--- src/rtl/core/rtpdf_pkg.sv ---
// ----------------------------------------------------------------------------
// RTP packet deframer package
// Phase codes, byte role codes and the result record shared by the parser
// and the top level.
// ----------------------------------------------------------------------------
package rtpdf_pkg;

    // Parser phase, one-hot
    typedef enum logic [4:0] {
        PH_FIXED   = 5'b00001,
        PH_CSRC    = 5'b00010,
        PH_EXT     = 5'b00100,
        PH_ASF     = 5'b01000,
        PH_PAYLOAD = 5'b10000
    } t_phase;

    // Byte role codes as seen on the output
    localparam logic [2:0] ROLE_FIXED   = 3'd0;
    localparam logic [2:0] ROLE_CSRC    = 3'd1;
    localparam logic [2:0] ROLE_EXT     = 3'd2;
    localparam logic [2:0] ROLE_ASF     = 3'd3;
    localparam logic [2:0] ROLE_PAYLOAD = 3'd4;

    // Phase counter width and the index of the last fixed header byte
    localparam int unsigned CNT_W = 18;
    localparam logic [CNT_W-1:0] FIXED_LAST = 18'd11;

    // Reset value of the ASF payload type register
    localparam logic [6:0] ASF_TYPE_RESET = 7'h60;

    // One tagged byte
    typedef struct packed {
        logic [7:0] byte_out;
        logic [2:0] byte_role;
        logic [6:0] payload_kind;
        logic       marker_bit;
        logic       packet_begin;
        logic       truncated;
        logic       end_of_buffer;
    } t_result;

endpackage

--- src/rtl/core/rtpdf_parse.sv ---
// ----------------------------------------------------------------------------
// RTP deframer byte parser
// Holds the per-packet parse state and tags one byte per accepted item.
// ----------------------------------------------------------------------------
module rtpdf_parse (
    input  logic                 i_clk,
    input  logic                 i_rst_n,
    input  logic                 i_accept,
    input  logic [7:0]           i_data_byte,
    input  logic                 i_last_byte,
    input  logic [6:0]           i_asf_type,
    output rtpdf_pkg::t_result   o_result
);

    rtpdf_pkg::t_phase                r_phase, n_phase;
    logic [rtpdf_pkg::CNT_W-1:0]      r_count, n_count;
    logic [31:0]                      r_word, n_word;
    logic [6:0]                       r_type, n_type;
    logic                             r_marker, n_marker;
    logic [3:0]                       r_sc, n_sc;
    logic                             r_has_ext, n_has_ext;
    logic [3:0]                       r_skip, n_skip;
    logic [23:0]                      r_left, n_left;
    logic                             r_to_end, n_to_end;

    logic [31:0]                      shifted;
    logic [rtpdf_pkg::CNT_W-1:0]      count_inc;
    logic                             count_lt4;
    logic [rtpdf_pkg::CNT_W:0]        csrc_lim;
    logic [rtpdf_pkg::CNT_W-1:0]      ext_lim;
    logic [rtpdf_pkg::CNT_W-1:0]      asf_lim;
    logic [1:0]                       flag_sum;
    logic                             body_asf;
    logic [2:0]                       role;
    logic                             pkt_begin;
    logic                             trunc;

    assign shifted   = {r_word[23:0], i_data_byte};
    assign count_inc = r_count + 18'd1;
    assign count_lt4 = (r_count[rtpdf_pkg::CNT_W-1:2] == '0);
    assign csrc_lim  = {13'd0, r_sc, 2'b00};
    // type is settled well before the headers end
    assign body_asf  = (r_type == i_asf_type);

    // Next-state logic: one byte per pass
    always_comb begin
        n_phase   = r_phase;
        n_count   = r_count;
        n_word    = r_word;
        n_type    = r_type;
        n_marker  = r_marker;
        n_sc      = r_sc;
        n_has_ext = r_has_ext;
        n_skip    = r_skip;
        n_left    = r_left;
        n_to_end  = r_to_end;
        role      = rtpdf_pkg::ROLE_PAYLOAD;
        flag_sum  = 2'd0;
        ext_lim   = '0;
        asf_lim   = '0;
        pkt_begin = (r_phase == rtpdf_pkg::PH_FIXED) && (r_count == '0);

        unique case (r_phase)
            rtpdf_pkg::PH_FIXED: begin
                role = rtpdf_pkg::ROLE_FIXED;
                if (r_count == '0) begin
                    n_type    = 7'd0;
                    n_marker  = 1'b0;
                    n_sc      = i_data_byte[3:0];
                    n_has_ext = i_data_byte[4];
                end else if (r_count == 18'd1) begin
                    n_marker = i_data_byte[7];
                    n_type   = i_data_byte[6:0];
                end
                if (r_count >= rtpdf_pkg::FIXED_LAST) begin
                    n_count = '0;
                    if (n_sc != 4'd0) begin
                        n_phase = rtpdf_pkg::PH_CSRC;
                    end else if (n_has_ext) begin
                        n_phase = rtpdf_pkg::PH_EXT;
                    end else if (body_asf) begin
                        n_phase = rtpdf_pkg::PH_ASF;
                    end else begin
                        n_phase  = rtpdf_pkg::PH_PAYLOAD;
                        n_to_end = 1'b1;
                    end
                end else begin
                    n_count = count_inc;
                end
            end
            rtpdf_pkg::PH_CSRC: begin
                role = rtpdf_pkg::ROLE_CSRC;
                if ({1'b0, count_inc} >= csrc_lim) begin
                    n_count = '0;
                    if (r_has_ext) begin
                        n_phase = rtpdf_pkg::PH_EXT;
                    end else if (body_asf) begin
                        n_phase = rtpdf_pkg::PH_ASF;
                    end else begin
                        n_phase  = rtpdf_pkg::PH_PAYLOAD;
                        n_to_end = 1'b1;
                    end
                end else begin
                    n_count = count_inc;
                end
            end
            rtpdf_pkg::PH_EXT: begin
                role = rtpdf_pkg::ROLE_EXT;
                if (count_lt4) begin
                    n_word = shifted;
                end
                // extension length in words, plus the 4-byte extension header
                ext_lim = {n_word[15:0], 2'b11};
                if (r_count >= 18'd3 && r_count >= ext_lim) begin
                    n_count = '0;
                    if (body_asf) begin
                        n_phase = rtpdf_pkg::PH_ASF;
                    end else begin
                        n_phase  = rtpdf_pkg::PH_PAYLOAD;
                        n_to_end = 1'b1;
                    end
                end else begin
                    n_count = count_inc;
                end
            end
            rtpdf_pkg::PH_ASF: begin
                role = rtpdf_pkg::ROLE_ASF;
                if (count_lt4) begin
                    n_word = shifted;
                end
                // R, D and I flags each add one word
                if (r_count == 18'd3) begin
                    flag_sum = {1'b0, n_word[29]} + {1'b0, n_word[28]}
                             + {1'b0, n_word[27]};
                    n_skip   = {flag_sum, 2'b00};
                end
                asf_lim = 18'd3 + {14'd0, n_skip};
                if (r_count >= 18'd3 && r_count >= asf_lim) begin
                    n_count = '0;
                    if (n_word[30]) begin
                        n_to_end = 1'b0;
                        if (n_word[23:0] == 24'd0) begin
                            n_phase = rtpdf_pkg::PH_FIXED;
                        end else begin
                            n_left  = n_word[23:0];
                            n_phase = rtpdf_pkg::PH_PAYLOAD;
                        end
                    end else begin
                        n_to_end = 1'b1;
                        n_phase  = rtpdf_pkg::PH_PAYLOAD;
                    end
                end else begin
                    n_count = count_inc;
                end
            end
            default: begin
                // payload, and any stray code
                role = rtpdf_pkg::ROLE_PAYLOAD;
                if (!r_to_end) begin
                    if (r_left <= 24'd1) begin
                        n_left  = 24'd0;
                        n_phase = rtpdf_pkg::PH_FIXED;
                        n_count = '0;
                    end else begin
                        n_left = r_left - 24'd1;
                    end
                end
            end
        endcase

        // cut short unless on a packet boundary or inside a to-end payload
        trunc = i_last_byte
              && !((n_phase == rtpdf_pkg::PH_FIXED && n_count == '0)
                   || (n_phase == rtpdf_pkg::PH_PAYLOAD && n_to_end));

        o_result.byte_out      = i_data_byte;
        o_result.byte_role     = role;
        o_result.payload_kind  = n_type;
        o_result.marker_bit    = n_marker;
        o_result.packet_begin  = pkt_begin;
        o_result.truncated     = trunc;
        o_result.end_of_buffer = i_last_byte;

        // buffer end: back to a clean parse
        if (i_last_byte) begin
            n_phase   = rtpdf_pkg::PH_FIXED;
            n_count   = '0;
            n_word    = '0;
            n_type    = '0;
            n_marker  = 1'b0;
            n_sc      = '0;
            n_has_ext = 1'b0;
            n_skip    = '0;
            n_left    = '0;
            n_to_end  = 1'b0;
        end
    end

    // Parse state
    always_ff @(posedge i_clk) begin
        if (!i_rst_n) begin
            r_phase   <= rtpdf_pkg::PH_FIXED;
            r_count   <= '0;
            r_word    <= '0;
            r_type    <= '0;
            r_marker  <= 1'b0;
            r_sc      <= '0;
            r_has_ext <= 1'b0;
            r_skip    <= '0;
            r_left    <= '0;
            r_to_end  <= 1'b0;
        end else if (i_accept) begin
            r_phase   <= n_phase;
            r_count   <= n_count;
            r_word    <= n_word;
            r_type    <= n_type;
            r_marker  <= n_marker;
            r_sc      <= n_sc;
            r_has_ext <= n_has_ext;
            r_skip    <= n_skip;
            r_left    <= n_left;
            r_to_end  <= n_to_end;
        end
    end

`ifndef SYNTHESIS
    // last byte always leaves the parser at a packet start
    a_last_clears: assert property (@(posedge i_clk) disable iff (!i_rst_n)
        i_accept && i_last_byte |=> r_phase == rtpdf_pkg::PH_FIXED && r_count == '0)
        else $error("parse state not cleared after last byte");

    // a counted payload always has bytes left
    a_left_nonzero: assert property (@(posedge i_clk) disable iff (!i_rst_n)
        r_phase == rtpdf_pkg::PH_PAYLOAD && !r_to_end |-> r_left != 24'd0)
        else $error("counted payload with zero length");

    // contributing source phase only with a non-zero count
    a_csrc_count: assert property (@(posedge i_clk) disable iff (!i_rst_n)
        r_phase == rtpdf_pkg::PH_CSRC |-> r_sc != 4'd0)
        else $error("source phase with zero sources");
`endif

endmodule

--- src/rtl/core/rtp_packet_deframer_unit.sv ---
// ----------------------------------------------------------------------------
// RTP packet deframer
// Tags each byte of a buffer of back-to-back RTP packets with its role and
// the packet's payload type and marker.
//
//   channel  | valid        | stall        | payload
//   ---------+--------------+--------------+----------------------------------
//   in       | i_in_valid   | o_in_stall   | i_data_byte, i_last_byte
//   out      | o_out_valid  | i_out_stall  | o_byte_out .. o_end_of_buffer
//   config   | i_cfg_wr_en  | -            | i_cfg_wr_data
//
// One byte per cycle sustained while the skid register is empty. The parse
// state steps in a single pass from input to the result register. A skid
// register behind the result register takes one more item while the output
// is stalled; input stall is raised only while the skid register is full.
// Synchronous reset clears parse and handshake state and loads the ASF
// payload type register with 96.
// ----------------------------------------------------------------------------
module rtp_packet_deframer_unit (
    input  logic       i_clk,
    input  logic       i_rst_n,
    input  logic       i_in_valid,
    output logic       o_in_stall,
    input  logic [7:0] i_data_byte,
    input  logic       i_last_byte,
    output logic       o_out_valid,
    input  logic       i_out_stall,
    output logic [7:0] o_byte_out,
    output logic [2:0] o_byte_role,
    output logic [6:0] o_payload_kind,
    output logic       o_marker_bit,
    output logic       o_packet_begin,
    output logic       o_truncated,
    output logic       o_end_of_buffer,
    input  logic       i_cfg_wr_en,
    input  logic [6:0] i_cfg_wr_data
);

    logic [6:0]          r_asf_type;
    rtpdf_pkg::t_result  result;
    rtpdf_pkg::t_result  r_out, r_skid;
    logic                r_out_valid, r_skid_valid;
    logic                in_acc;
    logic                out_take;

    assign o_in_stall = r_skid_valid;
    assign in_acc     = i_in_valid && !r_skid_valid;
    assign out_take   = r_out_valid && !i_out_stall;

    // ASF payload type register
    always_ff @(posedge i_clk) begin
        if (!i_rst_n) begin
            r_asf_type <= rtpdf_pkg::ASF_TYPE_RESET;
        end else if (i_cfg_wr_en) begin
            r_asf_type <= i_cfg_wr_data;
        end
    end

    rtpdf_parse u_parse (
        .i_clk       (i_clk),
        .i_rst_n     (i_rst_n),
        .i_accept    (in_acc),
        .i_data_byte (i_data_byte),
        .i_last_byte (i_last_byte),
        .i_asf_type  (r_asf_type),
        .o_result    (result)
    );

    // Result register and skid item
    always_ff @(posedge i_clk) begin
        if (!i_rst_n) begin
            r_out_valid  <= 1'b0;
            r_skid_valid <= 1'b0;
        end else if (r_skid_valid) begin
            if (out_take) begin
                r_skid_valid <= 1'b0;
            end
        end else if (in_acc) begin
            if (r_out_valid && !out_take) begin
                r_skid_valid <= 1'b1;
            end else begin
                r_out_valid <= 1'b1;
            end
        end else if (out_take) begin
            r_out_valid <= 1'b0;
        end
    end

    always_ff @(posedge i_clk) begin
        if (r_skid_valid) begin
            if (out_take) begin
                r_out <= r_skid;
            end
        end else if (in_acc) begin
            if (r_out_valid && !out_take) begin
                r_skid <= result;
            end else begin
                r_out <= result;
            end
        end
    end

    assign o_out_valid     = r_out_valid;
    assign o_byte_out      = r_out.byte_out;
    assign o_byte_role     = r_out.byte_role;
    assign o_payload_kind  = r_out.payload_kind;
    assign o_marker_bit    = r_out.marker_bit;
    assign o_packet_begin  = r_out.packet_begin;
    assign o_truncated     = r_out.truncated;
    assign o_end_of_buffer = r_out.end_of_buffer;

`ifndef SYNTHESIS
    // skid item only behind a held result
    a_skid_behind_out: assert property (@(posedge i_clk) disable iff (!i_rst_n)
        r_skid_valid |-> r_out_valid)
        else $error("skid item without result item");

    // truncation only flagged on the last byte
    a_trunc_last: assert property (@(posedge i_clk) disable iff (!i_rst_n)
        o_out_valid && o_truncated |-> o_end_of_buffer)
        else $error("truncated set away from buffer end");

    // packet start is always a fixed header byte
    a_begin_fixed: assert property (@(posedge i_clk) disable iff (!i_rst_n)
        o_out_valid && o_packet_begin |-> o_byte_role == rtpdf_pkg::ROLE_FIXED)
        else $error("packet start outside fixed header");
`endif

endmodule
--- config.mk ---
export PLATFORM = sky130hd
export DESIGN_NAME = rtp_packet_deframer_unit
export DESIGN_NICKNAME = d
export VERILOG_FILES = /design/src/rtl/core/rtpdf_pkg.sv /design/src/rtl/core/rtpdf_parse.sv /design/src/rtl/core/rtp_packet_deframer_unit.sv
export SDC_FILE = /design/constraint.sdc
export NUM_CORES = 1
export LEC_CHECK = 0
export BUFFER_PORTS_ARGS = -buffer_cell sky130_fd_sc_hd__buf_2
export CAP_MARGIN = 0
export CELL_PAD_IN_SITES_DETAIL_PLACEMENT = 0
export CELL_PAD_IN_SITES_GLOBAL_PLACEMENT = 1
export CORE_AREA = 2 2 128 161
export DETAILED_ROUTE_END_ITERATION = 12
export DIE_AREA = 0 0 130 163
export HOLD_SLACK_MARGIN = 0.15
export PLACE_DENSITY = 0.74
export SYNTH_ARGS = -nofsm -noshare
export SYNTH_HDL_FRONTEND = slang
export SYNTH_SLANG_ARGS = --single-unit
--- constraint.sdc ---
create_clock -name i_clk -period 4.6 [get_ports i_clk]
set_input_delay 0.92 -clock i_clk [delete_from_list [all_inputs] [get_ports i_clk]]
set_output_delay 0.92 -clock i_clk [all_outputs]
set_load 0.02 [all_outputs]
# After elaboration in Yosys (flattened, before gate mapping)
# Cells that the tools add are included.
# totals
regBits	150
in_bits	21
out_inout_bits	24
# classes
add_sub_neg	5
magnitude_cmp	6
eq_ne	17
muxes	77
bitwise_logic	1
reduce_logical	32
# ops
op	count
two-way mux 24 bit	6
two-way mux 32 bit	4
two-way mux 18 bit	7
two-way mux 22 bit	4
one-hot mux 18 bit (4 select lines)	1
two-way mux 5 bit	13
one-hot mux 32 bit (2 select lines)	1
one-hot mux 24 bit (2 select lines)	1
greater-or-equal comparator 18 bit	2
zero test 18 bit	2
two-way mux 4 bit	8
two-way mux 7 bit	4
two-way mux 1 bit	25
<= comparator 24 x 1 -> 1 bit, second input constant	1
zero test 24 bit	1
subtractor 24 x 1 -> 24 bit, second input constant	1
one-hot mux 5 bit (4 select lines)	1
adder 18 x 1 -> 18 bit, second input constant	1
== test 18 x 1 -> 1 bit, second input constant	1
== test 18 x 2 -> 1 bit, second input constant	1
greater-or-equal comparator 18 x 2 -> 1 bit, second input constant	1
greater-or-equal comparator 18 x 4 -> 1 bit, second input constant	1
greater-or-equal comparator 18 x 6 -> 1 bit	1
zero test 16 bit	1
26 further kinds	49

# Logic depth before layout (Yosys ltp)
# depth
ltp_word	20
ltp_mapped	22
mapped_depth_nobuf	18

# By module
# From an unflattened synthesis, not the netlist that was laid out.
# hier_totals
cells_unflattened	975
area_unflattened_um2	8698.3
# modules_own_cells
mod	instances	cells_each	area_each_um2	seq_area_each_um2
rtpdf_parse	1	870	6673.9	1861.8
rtp_packet_deframer_unit	1	105	2024.4	1501.4

# Worst setup path before layout
# No wires, ideal clock.
# synth_path
path_type	reg-to-reg
start	reg u_parse.r_count[10] (netlist name)
end	reg r_skid[1] (netlist name) (data pin)
arrival_time_ps	4710
required_ps	4328
setup_slack_ps	-382
stages_incl_launch_ff	21
path_buffers	3
period_less_slack_ps	4982
path_cell_list	dfxtp_1 > buf_2 > nor4_2 > nand4_1 > or3_1 > buf_2 > buf_1 > mux2i_1 > fa_1 > nor3_1 > a31oi_1 > or2_2 > ha_1 > o21a_1 > a211oi_1 > o21ai_0 > nand3_1 > nor2_2 > o2111ai_1 > o311ai_0 > o21ai_0
# synth_lines
element	line_no	text
start: declaration	rtpdf_parse.sv:16	logic [rtpdf_pkg::CNT_W-1:0] r_count, n_count;
start signal: assignment	rtpdf_parse.sv:214	r_count <= n_count;
end signal: assignment	rtp_packet_deframer_unit.sv:96	r_skid <= result;
end: declaration	rtp_packet_deframer_unit.sv:41	rtpdf_pkg::t_result r_out, r_skid;

# Worst setup path after layout
# layout_path
start	reg u_parse.r_count[10] (netlist name)
end	reg u_parse.r_count[12] (netlist name)
# layout_between
elab_chain_len	13
elab_cells_between_ends	24
classes_between	4 x add/sub; 5 x order compare; 1 x eq/ne; 11 x mux; 3 x reduce/logical
# layout_lines
element	line_no	text
zero test 16 bit	rtpdf_parse.sv:40	assign count_lt4 = (r_count[rtpdf_pkg::CNT_W-1:2] == '0);
two-way mux 32 bit	rtpdf_parse.sv:128	if (count_lt4) begin
two-way mux 32 bit	rtpdf_parse.sv:63	unique case (r_phase)
adder 1 x 1 -> 2 bit	rtpdf_parse.sv:133	flag_sum = {1'b0, n_word[29]} + {1'b0, n_word[28]}
adder 2 x 1 -> 2 bit	rtpdf_parse.sv:134	+ {1'b0, n_word[27]};
two-way mux 4 bit	rtpdf_parse.sv:132	if (r_count == 18'd3) begin
two-way mux 4 bit	rtpdf_parse.sv:63	
adder 2 x 4 -> 5 bit	rtpdf_parse.sv:137	asf_lim = 18'd3 + {14'd0, n_skip};
greater-or-equal comparator 18 bit	rtpdf_parse.sv:138	if (r_count >= 18'd3 && r_count >= asf_lim) begin
logical AND 1 bit	rtpdf_parse.sv:138	
two-way mux 18 bit	rtpdf_parse.sv:138	
one-hot mux 18 bit (4 select lines) (*)	rtpdf_parse.sv:63	
two-way mux 18 bit (*)	rtpdf_parse.sv:185	if (i_last_byte) begin
# Every way passes the cells marked *; elsewhere a longest branch is shown, timed or not. The select of a mux whose other input is x is not followed.
# A chain may end at the register's enable or synchronous reset.

==> out/qor.yml <==
status: "finished, violations left"
violations: "negative setup slack"
reg2regPathDepth: 20
slew_violations: 0
fin_nets: 1083
ant_nets: 0
yosysTopAreaCellShare: 0.2464
setup_viol: 20
comb_power_share: 0.150
clk_pin_slew_ns: 0.07
tritoncts: "yes"
hold_slack_ns: 0.4601
die_area_um2: 21190
via_per_inst: 5.874
cp-endpoint: "u_parse.r_count[12]$_SDFFE_PN0P_"
grt_first_pass_wirelength_um: 41180
tns_ns: -0.5934
syn_inst: 951
syn_avg_cell_area_um2: 8.714
tightestPinTransition_ns: 1.118
std_cell_rows: 58
met2_usage: 0.4336
swShare: 0.2938
p_seq_frac: 0.414
initial_utilization: 0.4183
r2r_setup_slack_ns: -0.06
cts_buffers: 17
cp_max_fo: 6
p_per_area_nw_per_um2: 333.0
placed_area_um2: 9109
synth_area_um2: 8287
p_sw_mw: 0.9934
syn_nets: 1004
final_layout_size_suffix_gt1_frac: 0.2253
synth_warnings: 0
cts_max_level: 4
skew_ns: 0.01262
power.share.clock: 0.436
drt_wl_total_um: 27020
worstReg2RegEnd: "u_parse.r_count[12]$_SDFFE_PN0P_"
synth_seq_cells: 146
hp-class: "flip-flop to flip-flop"
area_growth_pct: 22.51
dp_slack_ns: -0.2415
path_class: "flip-flop to flip-flop"
grt.overflow.total: 0
maxSlewHeadroom: 0.2544
synth_most_common_cell: "nor2_1"
reg2reg_from: "u_parse.r_count[10]$_SDFFE_PN0P_"
grt_max_degree: 53
synthTopCellsByArea: "dfxtp_1, edfxtp_1, nor2_1"
leakagePower_nw: 3.904
grt_pass1_vias: 7364
setup_ws_ns: -0.06414
max_cap_violations: 0
core_um2: 19810
rsz0062_at_grt: "yes"
p_int_mw: 2.387
postCtsHoldBufs: 0
drt_iter0_drc: 521
grt.total_usage: 0.2553
dr_total_vias: 7712
die_w_um: 130
fmax_mhz: 214.4
worst_ir_drop_vdd_v: 0.0003069
ys_seq_area_frac: 0.4059
grt.busiest_layer: "met2"
dpl.hpwl_um: 18690
grtUsageMet3: 0.04041
synth_edf_count: 44
firstDrtPassIters: 6
clockRootBuffer: "clkbuf_16"
final_area_um2: 10150
clock_path_buffers: 2
synthDistinctLibCells: 73
routabilityCongestion: 0.8827
layout_min_cycle_time_ns: 4.664
power_mw: 3.381
port-buffer-count: 44
fin_crit_sh: 1.014
wl_per_cell_um: 20.58
cp-startpoint: "u_parse.r_count[10]$_SDFFE_PN0P_"
die_h_um: 163
cp.required_ns: 4.96
async_flop_share: 0
met1_usage: 0.3150
drc: 0
cp_data_arrival_time_ns: 5.02
end_kind: "flip-flop"
synth_ff_type: "dfxtp_1"
diodes: 0
hold_viol: 0
antenna_found_initial: 0
insertion_delay_ns: 0.43
clock_sinks: 146
start_kind: "flip-flop"
fill_cells: 1894
ioPinCount: 45
yosysTopAreaCell: "dfxtp_1"
synthTopCellsByCount: "nor2_1, dfxtp_1, a21oi_1, nand2_1, o21ai_0"
[through the flow]
| step | utilization | cells |
|---|---|---|
| 5_1_grt | 0.5124 | 1313 |
| 2_1_floorplan | - | 951 |
| 3_3_place_gp | 0.4598 | 1267 |
| 3_5_place_dp | 0.4598 | 1267 |
| 4_1_cts | 0.5020 | 1306 |
| 6_report | 0.5124 | 1313 |
[layout by cell type, fill, tap and decap left out, drive strengths merged, types with 10 or more instances in the layout]
cell type and instances:
and3 10, edfxtp 44, or3 14, clkbuf 19, ha 31, nor3 30
mux2i 39, nor4 17, a22oi 32, nand4 12, xnor2 16, buf 113
o21ai 52, mux2 19, a22o 10, inv 33, nand3 25, nand2 68
nor2 144, o22ai 13, a21oi 82, dfxtp 102
[cell type report]
class                   count  area (µm²)  area share
multi-input cells         729        4900      0.4826
flip-flops and latches    146        3368      0.3318
repair buffers            114       842.1     0.08294
clock buffers              19       475.5     0.04683
well taps                 270       337.8     0.03328
clock inverters            13       146.4     0.01442
inverters                  22       82.58    0.008134
[worst min-delay path by stage]
stage                                          from                         endpoint  slack [ns]  cells after the start
floorplan           u_parse.r_left[11]$_SDFFE_PN0P_  u_parse.r_left[11]$_SDFFE_PN0P_        0.45                      2
global placement     u_parse.r_left[9]$_SDFFE_PN0P_   u_parse.r_left[9]$_SDFFE_PN0P_        0.46                      2
detailed placement  u_parse.r_left[11]$_SDFFE_PN0P_  u_parse.r_left[11]$_SDFFE_PN0P_        0.46                      2
CTS                 u_parse.r_left[11]$_SDFFE_PN0P_  u_parse.r_left[11]$_SDFFE_PN0P_        0.46                      2
global route        u_parse.r_left[11]$_SDFFE_PN0P_  u_parse.r_left[11]$_SDFFE_PN0P_        0.47                      2
finish               u_parse.r_left[9]$_SDFFE_PN0P_   u_parse.r_left[9]$_SDFFE_PN0P_        0.46                      2
[critical path: stages, from the launching register on]
cell and delay [ns]:
dfxtp_4 0.36, nor4_4 0.30, nand4_1 0.18, or3_4 0.48
mux2i_4 0.22, fa_1 0.58, nor2_1 0.05, a21oi_1 0.15
xnor2_1 0.14, ha_1 0.25, o21ai_1 0.08, o21ai_1 0.09
a211oi_2 0.29, buf_4 0.17, o21ai_2 0.07, nand3_4 0.14
nor2_4 0.07, buf_6 0.16, or4_4 0.49, a21o_1 0.19
a21oi_2 0.12
[logic make-up (layout without fill, tap and decap cells)]
kind of cell    Yosys count  count (layout)  share of synthesized area
xor+xnor                 24              24                    0.02537
buf+inv                  78             168                    0.03865
compound gates          248             250                     0.1931
simple gates            365             365                     0.2144
flops                   146             146                     0.4059
mux                      58              58                    0.07338
fa+ha+maj                32              32                    0.04922
[registers in the layout, indices dropped and copies added, names as in the netlist, 3 cells and up]
register	count
u_parse.r_count	18
u_parse.r_sc	4
o_byte_out	8
u_parse.r_skip	4
o_payload_kind	7
u_parse.r_type	7
u_parse.r_left	24
u_parse.r_word	28
r_skid	22
o_byte_role	3
u_parse.r_phase	5
r_asf_type	7
[routing by layer]
metal,part of all wire,vias up
met5,0,-
met3,0.044,68
met1,0.41,3717
li1,-,3670
met2,0.50,257
met4,0.039,0
[power by group through the flow]
stage               Combinational, mW  Sequential, mW  Clock (mW)
floorplan                       0.295            1.44           0
global placement                0.463            1.43           0
detailed placement              0.463            1.43           0
CTS                             0.484            1.40        1.49
global route                    0.555            1.40        1.54
finish                          0.506            1.40        1.48
[repair_timing]
item                                    in CTS  in global routing
hold endpoints to repair                     0                  0
pin swaps                                   13                 28
endpoints found under the setup margin      37                 39
buffers inserted                             5                  5
gates cloned                                 2                  2
resized for setup                           36                 44
Note: power is estimated with default switching activity, not from simulation.
